<file path="src/sv/audio_distortion_clipper_assert.svh">
// ----------------------------------------------------------------------------
// Assertion macros for the distortion clipper
// Concurrent checks clocked on clk and disabled while rst_n is low.
// ----------------------------------------------------------------------------
`ifndef AUDIO_DISTORTION_CLIPPER_ASSERT_SVH
`define AUDIO_DISTORTION_CLIPPER_ASSERT_SVH

`ifndef SYNTHESIS

`define ADC_ASSERT_IMPL(lbl, a, b) \
  lbl: assert property (@(posedge clk) disable iff (!rst_n) (a) |-> (b)) \
    else $error("adc assertion failed");

`define ADC_ASSERT_NEXT(lbl, a, b) \
  lbl: assert property (@(posedge clk) disable iff (!rst_n) (a) |=> (b)) \
    else $error("adc assertion failed");

`else

`define ADC_ASSERT_IMPL(lbl, a, b)

`define ADC_ASSERT_NEXT(lbl, a, b)

`endif

`endif

</file>
<file path="src/sv/adc_pkg.sv">
// ----------------------------------------------------------------------------
// adc_pkg
// Shared types for the distortion clipper: mode codes, soft-clip regions,
// the per-beat control word and queue status.
// ----------------------------------------------------------------------------
`default_nettype none

package adc_pkg;

  typedef enum logic [1:0] {
    MODE_HARD = 2'd0,
    MODE_SOFT = 2'd1,
    MODE_FULL = 2'd2,
    MODE_HALF = 2'd3
  } mode_t;

  typedef enum logic [2:0] {
    CLS_LINEAR   = 3'd0,
    CLS_KNEE_POS = 3'd1,
    CLS_KNEE_NEG = 3'd2,
    CLS_CLIP_POS = 3'd3,
    CLS_CLIP_NEG = 3'd4
  } soft_cls_t;

  typedef struct packed {
    mode_t     mode;
    soft_cls_t cls;
  } ctrl_t;

  typedef struct packed {
    logic empty;
    logic full;
    logic afull;
  } q_stat_t;

  localparam int unsigned CfgAddrW = 3;

  localparam logic [CfgAddrW-1:0] ADDR_MODE = 3'd0;
  localparam logic [CfgAddrW-1:0] ADDR_GAIN = 3'd4;

endpackage

`default_nettype wire

</file>
<file path="src/sv/adc_front.sv">
// ----------------------------------------------------------------------------
// adc_front
// Gain multiply, truncate and saturate to Q1.x, then classify the sample
// for the soft-clip knee and push one beat into the queue.
// ----------------------------------------------------------------------------
`default_nettype none

module adc_front import adc_pkg::*; #(
  parameter int SAMPLE_WIDTH = 24
) (
  input  wire logic                           clk,
  input  wire logic                           rst_n,
  input  wire logic                           accept,
  input  wire logic signed [SAMPLE_WIDTH-1:0] sample,
  input  wire logic signed [SAMPLE_WIDTH-1:0] gain,
  input  wire mode_t                          mode,
  output logic                                push,
  output logic signed [SAMPLE_WIDTH-1:0]      push_v,
  output ctrl_t                               push_ctrl
);

  localparam int W = SAMPLE_WIDTH;
  localparam longint FONE_L = longint'(1) << (W - 1);
  localparam longint T1_L = (FONE_L + 6) / 12;
  localparam longint T2_L = (FONE_L + 3) / 6;

  localparam logic signed [2*W-1:0] PMAX = (2*W)'(FONE_L - 1);
  localparam logic signed [2*W-1:0] PMIN = -(2*W)'(FONE_L);
  localparam logic signed [W-1:0] VMAX = W'(FONE_L - 1);
  localparam logic signed [W-1:0] VMIN = W'(-FONE_L);
  localparam logic signed [W-1:0] T1 = W'(T1_L);
  localparam logic signed [W-1:0] T2 = W'(T2_L);

  logic                    f_valid_r, f_valid_nxt;
  logic signed [2*W-1:0]   f_prod_r, f_prod_nxt;
  mode_t                   f_mode_r, f_mode_nxt;
  logic signed [2*W-1:0]   shf;
  logic signed [W-1:0]     v;
  soft_cls_t               cls;

  always_comb begin
    f_valid_nxt = accept;
    f_prod_nxt  = f_prod_r;
    f_mode_nxt  = f_mode_r;
    if (accept) begin
      f_prod_nxt = (2*W)'(sample) * (2*W)'(gain);
      f_mode_nxt = mode;
    end
  end

  always_ff @(posedge clk) begin
    if (!rst_n) begin
      f_valid_r <= 1'b0;
    end else begin
      f_valid_r <= f_valid_nxt;
    end
    f_prod_r <= f_prod_nxt;
    f_mode_r <= f_mode_nxt;
  end

  always_comb begin
    shf = f_prod_r >>> (W - 1);
    if (shf > PMAX) begin
      v = VMAX;
    end else if (shf < PMIN) begin
      v = VMIN;
    end else begin
      v = shf[W-1:0];
    end
    if (v > T2) begin
      cls = CLS_CLIP_POS;
    end else if (v > T1) begin
      cls = CLS_KNEE_POS;
    end else if (v < -T2) begin
      cls = CLS_CLIP_NEG;
    end else if (v < -T1) begin
      cls = CLS_KNEE_NEG;
    end else begin
      cls = CLS_LINEAR;
    end
  end

  assign push           = f_valid_r;
  assign push_v         = v;
  assign push_ctrl.mode = f_mode_r;
  assign push_ctrl.cls  = cls;

endmodule

`default_nettype wire

</file>
<file path="src/sv/adc_queue.sv">
// ----------------------------------------------------------------------------
// adc_queue
// Short register queue between the front and back halves.
// ----------------------------------------------------------------------------
`default_nettype none

`include "audio_distortion_clipper_assert.svh"

module adc_queue import adc_pkg::*; #(
  parameter int WIDTH = 29,
  parameter int DEPTH = 4
) (
  input  wire logic             clk,
  input  wire logic             rst_n,
  input  wire logic             push,
  input  wire logic [WIDTH-1:0] wdata,
  input  wire logic             pop,
  output logic [WIDTH-1:0]      rdata,
  output q_stat_t               stat
);

  localparam int PW = (DEPTH > 1) ? $clog2(DEPTH) : 1;
  localparam int CW = $clog2(DEPTH + 1);
  localparam logic [PW-1:0] PLAST = PW'(DEPTH - 1);
  localparam logic [CW-1:0] CDEPTH = CW'(DEPTH);
  localparam logic [CW-1:0] CAFULL = CW'(DEPTH - 1);

  logic [WIDTH-1:0] mem_r [DEPTH];
  logic [PW-1:0]    wr_ptr_r, wr_ptr_nxt;
  logic [PW-1:0]    rd_ptr_r, rd_ptr_nxt;
  logic [CW-1:0]    count_r, count_nxt;
  logic             do_push, do_pop;

  assign do_push = push && (count_r != CDEPTH);
  assign do_pop  = pop && (count_r != '0);

  always_comb begin
    wr_ptr_nxt = wr_ptr_r;
    rd_ptr_nxt = rd_ptr_r;
    count_nxt  = count_r;
    if (do_push) begin
      wr_ptr_nxt = (wr_ptr_r == PLAST) ? '0 : wr_ptr_r + 1'b1;
    end
    if (do_pop) begin
      rd_ptr_nxt = (rd_ptr_r == PLAST) ? '0 : rd_ptr_r + 1'b1;
    end
    if (do_push && !do_pop) begin
      count_nxt = count_r + 1'b1;
    end else if (do_pop && !do_push) begin
      count_nxt = count_r - 1'b1;
    end
  end

  always_ff @(posedge clk) begin
    if (!rst_n) begin
      wr_ptr_r <= '0;
      rd_ptr_r <= '0;
      count_r  <= '0;
    end else begin
      wr_ptr_r <= wr_ptr_nxt;
      rd_ptr_r <= rd_ptr_nxt;
      count_r  <= count_nxt;
    end
  end

  always_ff @(posedge clk) begin
    if (do_push) begin
      mem_r[wr_ptr_r] <= wdata;
    end
  end

  assign rdata      = mem_r[rd_ptr_r];
  assign stat.empty = (count_r == '0);
  assign stat.full  = (count_r == CDEPTH);
  assign stat.afull = (count_r >= CAFULL);

  `ADC_ASSERT_IMPL(a_q_no_overflow, push && stat.full, pop)
  `ADC_ASSERT_IMPL(a_q_count_range, 1'b1, count_r <= CDEPTH)

endmodule

`default_nettype wire

</file>
<file path="src/sv/adc_back.sv">
// ----------------------------------------------------------------------------
// adc_back
// Square the sample for the knee, then apply the selected distortion and
// the saturating times-four gain, and register the result beat.
// ----------------------------------------------------------------------------
`default_nettype none

`include "audio_distortion_clipper_assert.svh"

module adc_back import adc_pkg::*; #(
  parameter int SAMPLE_WIDTH = 24
) (
  input  wire logic                           clk,
  input  wire logic                           rst_n,
  input  wire logic                           in_valid,
  input  wire logic signed [SAMPLE_WIDTH-1:0] in_v,
  input  wire ctrl_t                          in_ctrl,
  output logic                                out_valid,
  output logic signed [SAMPLE_WIDTH-1:0]      out_sample
);

  localparam int W = SAMPLE_WIDTH;
  localparam int E = SAMPLE_WIDTH + 6;
  localparam longint FONE_L = longint'(1) << (W - 1);

  localparam logic signed [E-1:0] EMAX = E'(FONE_L - 1);
  localparam logic signed [E-1:0] EMIN = E'(-FONE_L);
  localparam logic signed [E-1:0] HCLIP = E'(FONE_L / 8);
  localparam logic signed [E-1:0] QTR = E'(FONE_L / 4);
  localparam logic signed [E-1:0] THIRD = E'((FONE_L + 1) / 3);
  localparam logic signed [E-1:0] TWELVE = E'(12);

  function automatic logic signed [E-1:0] sat_e(input logic signed [E-1:0] x);
    logic signed [E-1:0] r;
    if (x > EMAX) begin
      r = EMAX;
    end else if (x < EMIN) begin
      r = EMIN;
    end else begin
      r = x;
    end
    return r;
  endfunction

  logic                  a_valid_r, a_valid_nxt;
  logic signed [W-1:0]   a_v_r, a_v_nxt;
  logic [W-1:0]          a_q_r, a_q_nxt;
  ctrl_t                 a_ctrl_r, a_ctrl_nxt;
  logic signed [2*W-1:0] sq;

  logic                  o_valid_r, o_valid_nxt;
  logic signed [W-1:0]   o_sample_r, o_sample_nxt;

  logic signed [E-1:0]   ve, qe, y, x, res;

  always_comb begin
    sq          = (2*W)'(in_v) * (2*W)'(in_v);
    a_valid_nxt = in_valid;
    a_v_nxt     = in_v;
    a_q_nxt     = sq[2*W-2:W-1];
    a_ctrl_nxt  = in_ctrl;
  end

  always_ff @(posedge clk) begin
    if (!rst_n) begin
      a_valid_r <= 1'b0;
    end else begin
      a_valid_r <= a_valid_nxt;
    end
    a_v_r    <= a_v_nxt;
    a_q_r    <= a_q_nxt;
    a_ctrl_r <= a_ctrl_nxt;
  end

  always_comb begin
    ve = E'(a_v_r);
    qe = $signed({{(E-W){1'b0}}, a_q_r});
    y  = '0;
    case (a_ctrl_r.mode)
      MODE_HARD: begin
        if (ve > HCLIP) begin
          x = HCLIP;
        end else if (ve < -HCLIP) begin
          x = -HCLIP;
        end else begin
          x = ve;
        end
      end
      MODE_SOFT: begin
        case (a_ctrl_r.cls)
          CLS_LINEAR:   y = ve <<< 1;
          CLS_KNEE_POS: y = QTR - THIRD + (ve <<< 2) - TWELVE * qe;
          CLS_KNEE_NEG: y = -QTR + THIRD + (ve <<< 2) + TWELVE * qe;
          CLS_CLIP_POS: y = QTR;
          CLS_CLIP_NEG: y = -QTR;
          default:      y = '0;
        endcase
        x = sat_e(y) >>> 1;
      end
      MODE_FULL: begin
        x = (ve < 0) ? sat_e(-ve) : ve;
      end
      MODE_HALF: begin
        x = (ve < 0) ? '0 : ve;
      end
      default: begin
        x = '0;
      end
    endcase
    res          = sat_e(x <<< 2);
    o_valid_nxt  = a_valid_r;
    o_sample_nxt = res[W-1:0];
  end

  always_ff @(posedge clk) begin
    if (!rst_n) begin
      o_valid_r <= 1'b0;
    end else begin
      o_valid_r <= o_valid_nxt;
    end
    o_sample_r <= o_sample_nxt;
  end

  assign out_valid  = o_valid_r;
  assign out_sample = o_sample_r;

  `ADC_ASSERT_NEXT(a_back_stage_flow, a_valid_r, o_valid_r)

endmodule

`default_nettype wire

</file>
<file path="src/sv/audio_distortion_clipper.sv">
// ----------------------------------------------------------------------------
// audio_distortion_clipper
// Gain stage followed by hard clip, soft clip, full-wave or half-wave
// rectification of signed Q1.x audio samples.
//
//   channel   ports                          handshake
//   input     start, busy, in_sample_in      beat on start && !busy
//   result    out_strobe, out_sample_out     one-cycle strobe, no stall
//   config    psel .. pready, paddr, pwdata  APB write, pready tied high
//
// One sample per cycle sustained. From accept to strobe a beat passes the
// product register, queue, square register and output register.
// Synchronous active-low reset clears the pipeline and queue, mode to hard
// clip and gain to max positive. busy rises only when the queue nears full.
// ----------------------------------------------------------------------------
`default_nettype none

`include "audio_distortion_clipper_assert.svh"

module audio_distortion_clipper import adc_pkg::*; #(
  parameter int SAMPLE_WIDTH = 24,
  parameter int QUEUE_DEPTH  = 4
) (
  input  wire logic                           clk,
  input  wire logic                           rst_n,
  input  wire logic                           start,
  output logic                                busy,
  input  wire logic signed [SAMPLE_WIDTH-1:0] in_sample_in,
  output logic                                out_strobe,
  output logic signed [SAMPLE_WIDTH-1:0]      out_sample_out,
  input  wire logic                           psel,
  input  wire logic                           penable,
  input  wire logic                           pwrite,
  input  wire logic [CfgAddrW-1:0]            paddr,
  input  wire logic [31:0]                    pwdata,
  output logic [31:0]                         prdata,
  output logic                                pready
);

  localparam int W = SAMPLE_WIDTH;
  localparam int QW = W + $bits(ctrl_t);
  localparam logic signed [W-1:0] GAIN_RST = {1'b0, {(W-1){1'b1}}};

  mode_t               mode_r, mode_nxt;
  logic signed [W-1:0] gain_r, gain_nxt;
  logic                wr_en;
  logic                accept;

  logic                push;
  logic signed [W-1:0] push_v;
  ctrl_t               push_ctrl;
  logic [QW-1:0]       q_rdata;
  q_stat_t             q_stat;
  logic                pop;

  assign pready = 1'b1;
  assign wr_en  = psel && penable && pwrite && pready;

  always_comb begin
    mode_nxt = mode_r;
    gain_nxt = gain_r;
    if (wr_en) begin
      if (paddr[2] == ADDR_GAIN[2]) begin
        gain_nxt = pwdata[W-1:0];
      end else begin
        mode_nxt = mode_t'(pwdata[1:0]);
      end
    end
  end

  always_ff @(posedge clk) begin
    if (!rst_n) begin
      mode_r <= MODE_HARD;
      gain_r <= GAIN_RST;
    end else begin
      mode_r <= mode_nxt;
      gain_r <= gain_nxt;
    end
  end

  assign prdata = (paddr[2] == ADDR_GAIN[2]) ? 32'($unsigned(gain_r))
                                             : 32'(mode_r);

  assign busy   = q_stat.afull;
  assign accept = start && !busy;

  adc_front #(
    .SAMPLE_WIDTH(SAMPLE_WIDTH)
  ) u_front (
    .clk       (clk),
    .rst_n     (rst_n),
    .accept    (accept),
    .sample    (in_sample_in),
    .gain      (gain_r),
    .mode      (mode_r),
    .push      (push),
    .push_v    (push_v),
    .push_ctrl (push_ctrl)
  );

  adc_queue #(
    .WIDTH(QW),
    .DEPTH(QUEUE_DEPTH)
  ) u_queue (
    .clk   (clk),
    .rst_n (rst_n),
    .push  (push),
    .wdata ({push_ctrl, push_v}),
    .pop   (pop),
    .rdata (q_rdata),
    .stat  (q_stat)
  );

  assign pop = !q_stat.empty;

  adc_back #(
    .SAMPLE_WIDTH(SAMPLE_WIDTH)
  ) u_back (
    .clk        (clk),
    .rst_n      (rst_n),
    .in_valid   (pop),
    .in_v       (q_rdata[W-1:0]),
    .in_ctrl    (ctrl_t'(q_rdata[QW-1:W])),
    .out_valid  (out_strobe),
    .out_sample (out_sample_out)
  );

  `ADC_ASSERT_IMPL(a_top_latency, accept, ##4 out_strobe)

endmodule

`default_nettype wire

</file>
<file path="config.mk">
export PLATFORM = sky130hd
export DESIGN_NAME = audio_distortion_clipper
export DESIGN_NICKNAME = d
export VERILOG_FILES = /design/src/sv/adc_pkg.sv /design/src/sv/adc_front.sv /design/src/sv/adc_queue.sv /design/src/sv/adc_back.sv /design/src/sv/audio_distortion_clipper.sv
export VERILOG_INCLUDE_DIRS = /design/src /design/src/sv
export SDC_FILE = /design/constraint.sdc
export NUM_CORES = 2
export LEC_CHECK = 0
export BUFFER_PORTS_ARGS = -buffer_cell sky130_fd_sc_hd__buf_4
export CORE_ASPECT_RATIO = 1.4
export CORE_MARGIN = 2
export CORE_UTILIZATION = 25
export CTS_CLUSTER_SIZE = 40
export DETAILED_ROUTE_END_ITERATION = 10
export PLACE_DENSITY = 0.38
export SLEW_MARGIN = 30
export SYNTH_ARGS = -nofsm -noshare
export SYNTH_HDL_FRONTEND = slang
export SYNTH_SLANG_ARGS = --single-unit
</file>
<file path="constraint.sdc">
create_clock -name clk -period 22.3 [get_ports clk]
set_clock_uncertainty 0.05 [all_clocks]
set_input_delay 2.23 -clock clk [delete_from_list [all_inputs] [get_ports clk]]
set_output_delay 2.23 -clock clk [all_outputs]
set_load 0.03 [all_outputs]
</file>
After elaboration in Yosys (flattened, before gate mapping)
Memories as Yosys holds them, arrays and structs flattened. A register that Yosys moved wholly into a read port is not among the register bits.
Index checks and enable logic that the tools add are counted.
{"block": "word_totals", "reg_bits": 163, "ramBits": 116, "output_inout_bits": 59, "wordCells": 100, "mem_count": 1}
{"name": "u_queue.mem_r", "words": 4, "width": 29, "read_ports": 1, "rd_ports_with_merged_regs": 1, "write_ports": 1, "line": "adc_queue.sv:28", "text": "logic [WIDTH-1:0] mem_r [DEPTH];"}
{"block": "classes", "addsub": 9, "n_mul": 3, "order_cmp": 16, "eq_ne": 10, "muxes": 27, "n_bitwise": 1, "n_reduce_logical": 18}
{"operator": "two-way mux 28 bit", "count": 6}
{"operator": "case mux 30 bit (5 select lines)", "count": 1}
{"operator": "case mux 28 bit (4 select lines)", "count": 1}
{"operator": "two-way mux 24 bit", "count": 4}
{"operator": "> comparator 30 x 24 -> 1 bit, second input constant", "count": 3}
{"operator": "less-than comparator 30 x 24 -> 1 bit, second input constant", "count": 3}
{"operator": "two-way mux 29 bit", "count": 2}
{"operator": "adder 21 x 26 -> 27 bit, first input constant", "count": 2}
{"operator": "> comparator 24 x 22 -> 1 bit, second input constant", "count": 2}
{"operator": "less-than comparator 24 x 21 -> 1 bit, second input constant", "count": 2}
{"operator": "multiplier 24 x 24 -> 48 bit", "count": 1}
{"operator": "multiplier 24 x 24 -> 47 bit", "count": 1}
{"operator": "adder 30 bit", "count": 1}
{"operator": "two-way mux 30 bit", "count": 1}
{"operator": "negator 24 -> 30 bit", "count": 1}
{"operator": "subtractor 30 bit", "count": 1}
{"operator": "multiplier 2 x 24 -> 26 bit, first input constant", "count": 1}
{"operator": "> comparator 25 x 24 -> 1 bit, second input constant", "count": 1}
{"operator": "less-than comparator 25 x 24 -> 1 bit, second input constant", "count": 1}
{"operator": "> comparator 24 x 21 -> 1 bit, second input constant", "count": 1}
{"operator": "less-than comparator 24 x 1 -> 1 bit, second input constant", "count": 1}
{"operator": "less-than comparator 24 x 22 -> 1 bit, second input constant", "count": 1}
{"operator": "two-way mux 3 bit", "count": 5}
{"operator": "two-way mux 2 bit", "count": 5}
{"operator": "19 further kinds", "count": 36}

Depth between registers and ports, before layout
{"block": "depth", "word_depth": 10, "mapped_depth": 38}

Hierarchy
Synthesis repeated with hierarchy kept, for this count alone.
{"block": "hier_totals", "cells_unflattened": 5503, "hier_area_um2": 54028.1}
{"mod": "adc_back", "instances": 1, "cells_each": 2842, "area_each_um2": 26047.5}
{"mod": "adc_front", "instances": 1, "cells_each": 2305, "area_each_um2": 21863.5}
{"mod": "adc_queue", "instances": 1, "cells_each": 203, "area_each_um2": 4680.7}
{"mod": "audio_distortion_clipper", "instances": 1, "cells_each": 153, "area_each_um2": 1436.4}

Least setup slack after synthesis
OpenSTA, ideal clock, no wires.
{"block": "synth_path", "kind": "register -> register", "from": "register (tool-made name)", "to": "register u_back.a_q_r[18]", "setup_ps": 117, "arrival_time_ps": 9348, "required_ps": 22133, "slack_ps": 12785, "path_stages_with_launch": 36, "period_less_slack_ps": 9515, "path_cell_list": "dfxtp_1 -> clkbuf_1 -> clkbuf_1 -> clkbuf_1 -> buf_1 -> mux2i_1 -> nand2_1 -> o21ai_1 -> clkinv_1 -> clkbuf_1 -> nand2_1 -> fa_1 -> fa_1 -> inv_1 -> fa_1 -> fa_1 -> ha_1 -> inv_1 -> fa_1 -> inv_1 -> fa_1 -> ha_1 -> a21o_1 -> a211oi_1 -> a21oi_1 -> a22o_1 -> a311o_1 -> nor3b_1 -> a211oi_1 -> o2111ai_1 -> a21oi_1 -> o31a_1 -> o21a_1 -> o21a_1 -> nor3_1 -> nor2_1"}
{"item": "end signal: assignment", "line": "adc_back.sv:71", "text": "a_q_r <= a_q_nxt;"}
{"item": "end: declaration", "line": "adc_back.sv:47", "text": "logic [W-1:0] a_q_r, a_q_nxt;"}

==> impl_metrics.json <==
{
  "cp.arrival_ps": 10840,
  "drt_iter0_drc": 1552,
  "synth_compound_area_frac": 0.0741,
  "root_buffer": "clkbuf_16",
  "nNetsFinal": 7103,
  "ant_nets": 0,
  "finalSetupViolCount": 0,
  "ys_ff_latch": 257,
  "firstDrtPassIters": 7,
  "dp_hpwl_microns": 131000,
  "synth_edf_count": 143,
  "synth-seq-area-share": 0.123,
  "start_kind": "register",
  "crit_slowest_cell": "nor4_1",
  "final-max-slew-violation-count": 0,
  "insertion_delay_ps": 630,
  "htreeDepth": 2,
  "grt_pass1_wl_microns": 255000,
  "finalHoldViolCount": 0,
  "boundaryPins": 124,
  "crit_path_end_kind": "register",
  "start_util": 0.251,
  "yosys_warnings": 0,
  "async_flop_share": 0,
  "grt_max_degree": 54,
  "synthMuxAreaShare": 0.0157,
  "post_route_cells_drive_above_1_share": 0.0696,
  "synth_adder_area_share": 0.520,
  "antenna_found_initial": 6,
  "synth_top_cell_area_share": 0.434,
  "cts_hold_buf": 0,
  "critPathMostFrequentCell": "fa_1",
  "grt_pass1_vias": 41800,
  "status": "completed",
  "via_per_inst": 4.40,
  "synth.largest_area_cell": "fa_1",
  "synth_xor_area_frac": 0.0295,
  "cts_buffer_depth": 3,
  "area_growth_pct": 9.30,
  "die_w_microns": 394,
  "worst_pin_slew_ps": 968,
  "drc": 0,
  "fin_hold_ws_ps": 421,
  "synth_flop_cell": "edfxtp_1",
  "max_freq_mhz": 96.1,
  "wl_per_cell_microns": 19.8,
  "placementRows": 200,
  "synth.area.top_cells": "fa_1 (43%), inv_1 (8.6%), ha_1 (8.2%)",
  "worstSetupPathType": "reg2reg",
  "slew_headroom": 0.354,
  "cpPeakStageDelay_ps": 710,
  "port_buffers": 104,
  "tns_ps": 0,
  "synth-simple-area-share": 0.128,
  "period_share": 0.466,
  "num_vias": 36900,
  "post_cts_resize_count": 0,
  "synth_top_family_by_area": "adder cells",
  "fillCellCount": 22900,
  "min_period_ps": 10400,
  "globalplace.congestion": 0.819,
  "cts.clk_slew.worst_paths_ps": 60,
  "rsz0062_at_grt": "false",
  "ys_types": 121,
  "grt_overflow": 0,
  "hold_path_class": "reg2reg",
  "avgSynthCellArea_sq_um": 9.60,
  "synth_area_sq_um": 53400,
  "crit_required_ps": 22740,
  "core_sq_um": 212000,
  "cts_setup_buffers": 0,
  "grt_usage": 0.154,
  "cts_tree": "done",
  "dieArea_sq_um": 217000,
  "cp_max_fo": 53,
  "finalWirelength_microns": 166000,
  "maxCapViolCount": 0,
  "numCtsBuffers": 37,
  "die_y_microns": 551,
  "post-route-util": 0.275,
  "clock_sinks": 257,
  "synthCells": 5558
}
-- metal layers --
layer / wire, microns / share of wire / GRT usage / vias to the layer above
met4: 4590 / 0.028 / 0.0397 / 0
met5: 0 / 0 / 0 / -
li1: - / - / - / 16900
met1: 64200 / 0.39 / 0.174 / 19200
met2: 92900 / 0.56 / 0.308 / 601
met3: 4160 / 0.025 / 0.0129 / 211
-- Yosys cell counts (10+ instances only) --
| library cell | count |
|---|---|
| nand2b_1 | 49 |
| ha_1 | 348 |
| edfxtp_1 | 143 |
| nor2_1 | 293 |
| and2_1 | 225 |
| o22ai_1 | 15 |
| xnor2_1 | 127 |
| maj3_1 | 24 |
| a21oi_1 | 142 |
| mux2_2 | 27 |
| nor3_1 | 43 |
| nand2_1 | 661 |
| a22oi_2 | 20 |
| nor2b_1 | 33 |
| o211ai_1 | 11 |
| a211oi_1 | 17 |
| or3_1 | 11 |
| clkbuf_8 | 14 |
| buf_4 | 15 |
| o21a_1 | 19 |
| nor4_1 | 10 |
| nand4_1 | 11 |
| dfxtp_1 | 114 |
| mux2i_1 | 42 |
| clkbuf_1 | 198 |
| fa_1 | 1157 |
| o21ai_1 | 25 |
| o21ai_0 | 117 |
| a31oi_1 | 35 |
| o21bai_1 | 13 |
| buf_1 | 11 |
| or2_2 | 13 |
| inv_1 | 1227 |
| nand3_1 | 59 |
| a21o_1 | 43 |
| xor2_1 | 44 |
-- final cells by class --
class                   count  area (sq um)  share of cell area
repair buffers            178          1340              0.0229
clock inverters            24           302             0.00517
diodes                      1          2.50           0.0000429
multi-input cells        3828         41000               0.703
flip-flops and latches    257          6590               0.113
clock buffers              40           937              0.0161
inverters                1231          4620              0.0792
well taps                2828          3540              0.0607
-- critical path, delay by kind of cell, from the launching register on --
| kind | cells | cell delay (ps) |
|---|---|---|
| compound gates | 8 | 2130 |
| buf+inv | 6 | 1850 |
| flops | 1 | 310 |
| fa+ha+maj | 8 | 3820 |
| xor+xnor | 1 | 260 |
| simple gates | 4 | 1330 |
| mux | 1 | 420 |
-- path summary, 6_finish.rpt --
| kind | startpoint | to | slack (ps) | cells past startpoint |
|---|---|---|---|---|
| min reg2reg | gain_r[8] | gain_r[8] | 420 | 2 |
| max reg2reg | register | u_back.a_q_r[23] | 11900 | 28 |
| min | gain_r[8] | gain_r[8] | 420 | 2 |
| max | register | u_back.a_q_r[23] | 11900 | 28 |
-- cell usage in the layout (no fill, tap or decap), types with 29 or more instances in the layout --
cell type  netlist  routed
o21ai_1         25      29
nor2_1         293     292
ha_1           348     346
nand2_1        661     661
nor2b_1         33      33
o21ai_0        117     111
a21oi_1        142     142
xnor2_1        127     127
fa_1          1157    1157
nand2b_1        49      49
buf_4           15     178
nor3_1          43      43
a21o_1          43      43
edfxtp_1       143     143
and2_1         225     225
inv_1         1227    1227
dfxtp_1        114     101
a31oi_1         35      35
mux2i_1         42      42
nand3_1         59      59
xor2_1          44      44
clkbuf_16        0      37
-- per-stage QoR --
stage          area (sq um)  worst slack [ps]  instances
3_3_place_gp          57100             11430       8322
5_1_grt               58300             11390       8386
6_report              58300             11900       8387
3_5_place_dp          57100             11310       8322
4_1_cts               58300             11640       8386
2_1_floorplan         53400             12790       5565
-- sequential cells by signal, indices dropped and copies added (netlist names), 3 cells and up, named ones only --
register / flops
gain_r: 24
u_front.f_prod_r: 25
u_back.a_v_r: 24
u_queue.mem_r: 116
u_back.out_sample: 23
u_back.a_q_r: 24
u_back.a_ctrl_r: 5
u_queue.count_r: 3
-- kinds of logic (layout without fill, tap and decap cells) --
| logic type | after synthesis | count (layout) |
|---|---|---|
| adder cells (fa/ha/maj) | 1529 | 1529 |
| AO/OA/AOI/OAI | 570 | 570 |
| XOR/XNOR | 175 | 175 |
| AND/OR/NAND/NOR | 1471 | 1471 |
| buffers and inverters | 1480 | 1473 |
| flip-flops | 257 | 257 |
| other | 2 | 10 |
| multiplexers | 74 | 74 |
Power is not shown: default switching activity piles up to over one toggle a cycle in this logic, so the estimate is an artifact.
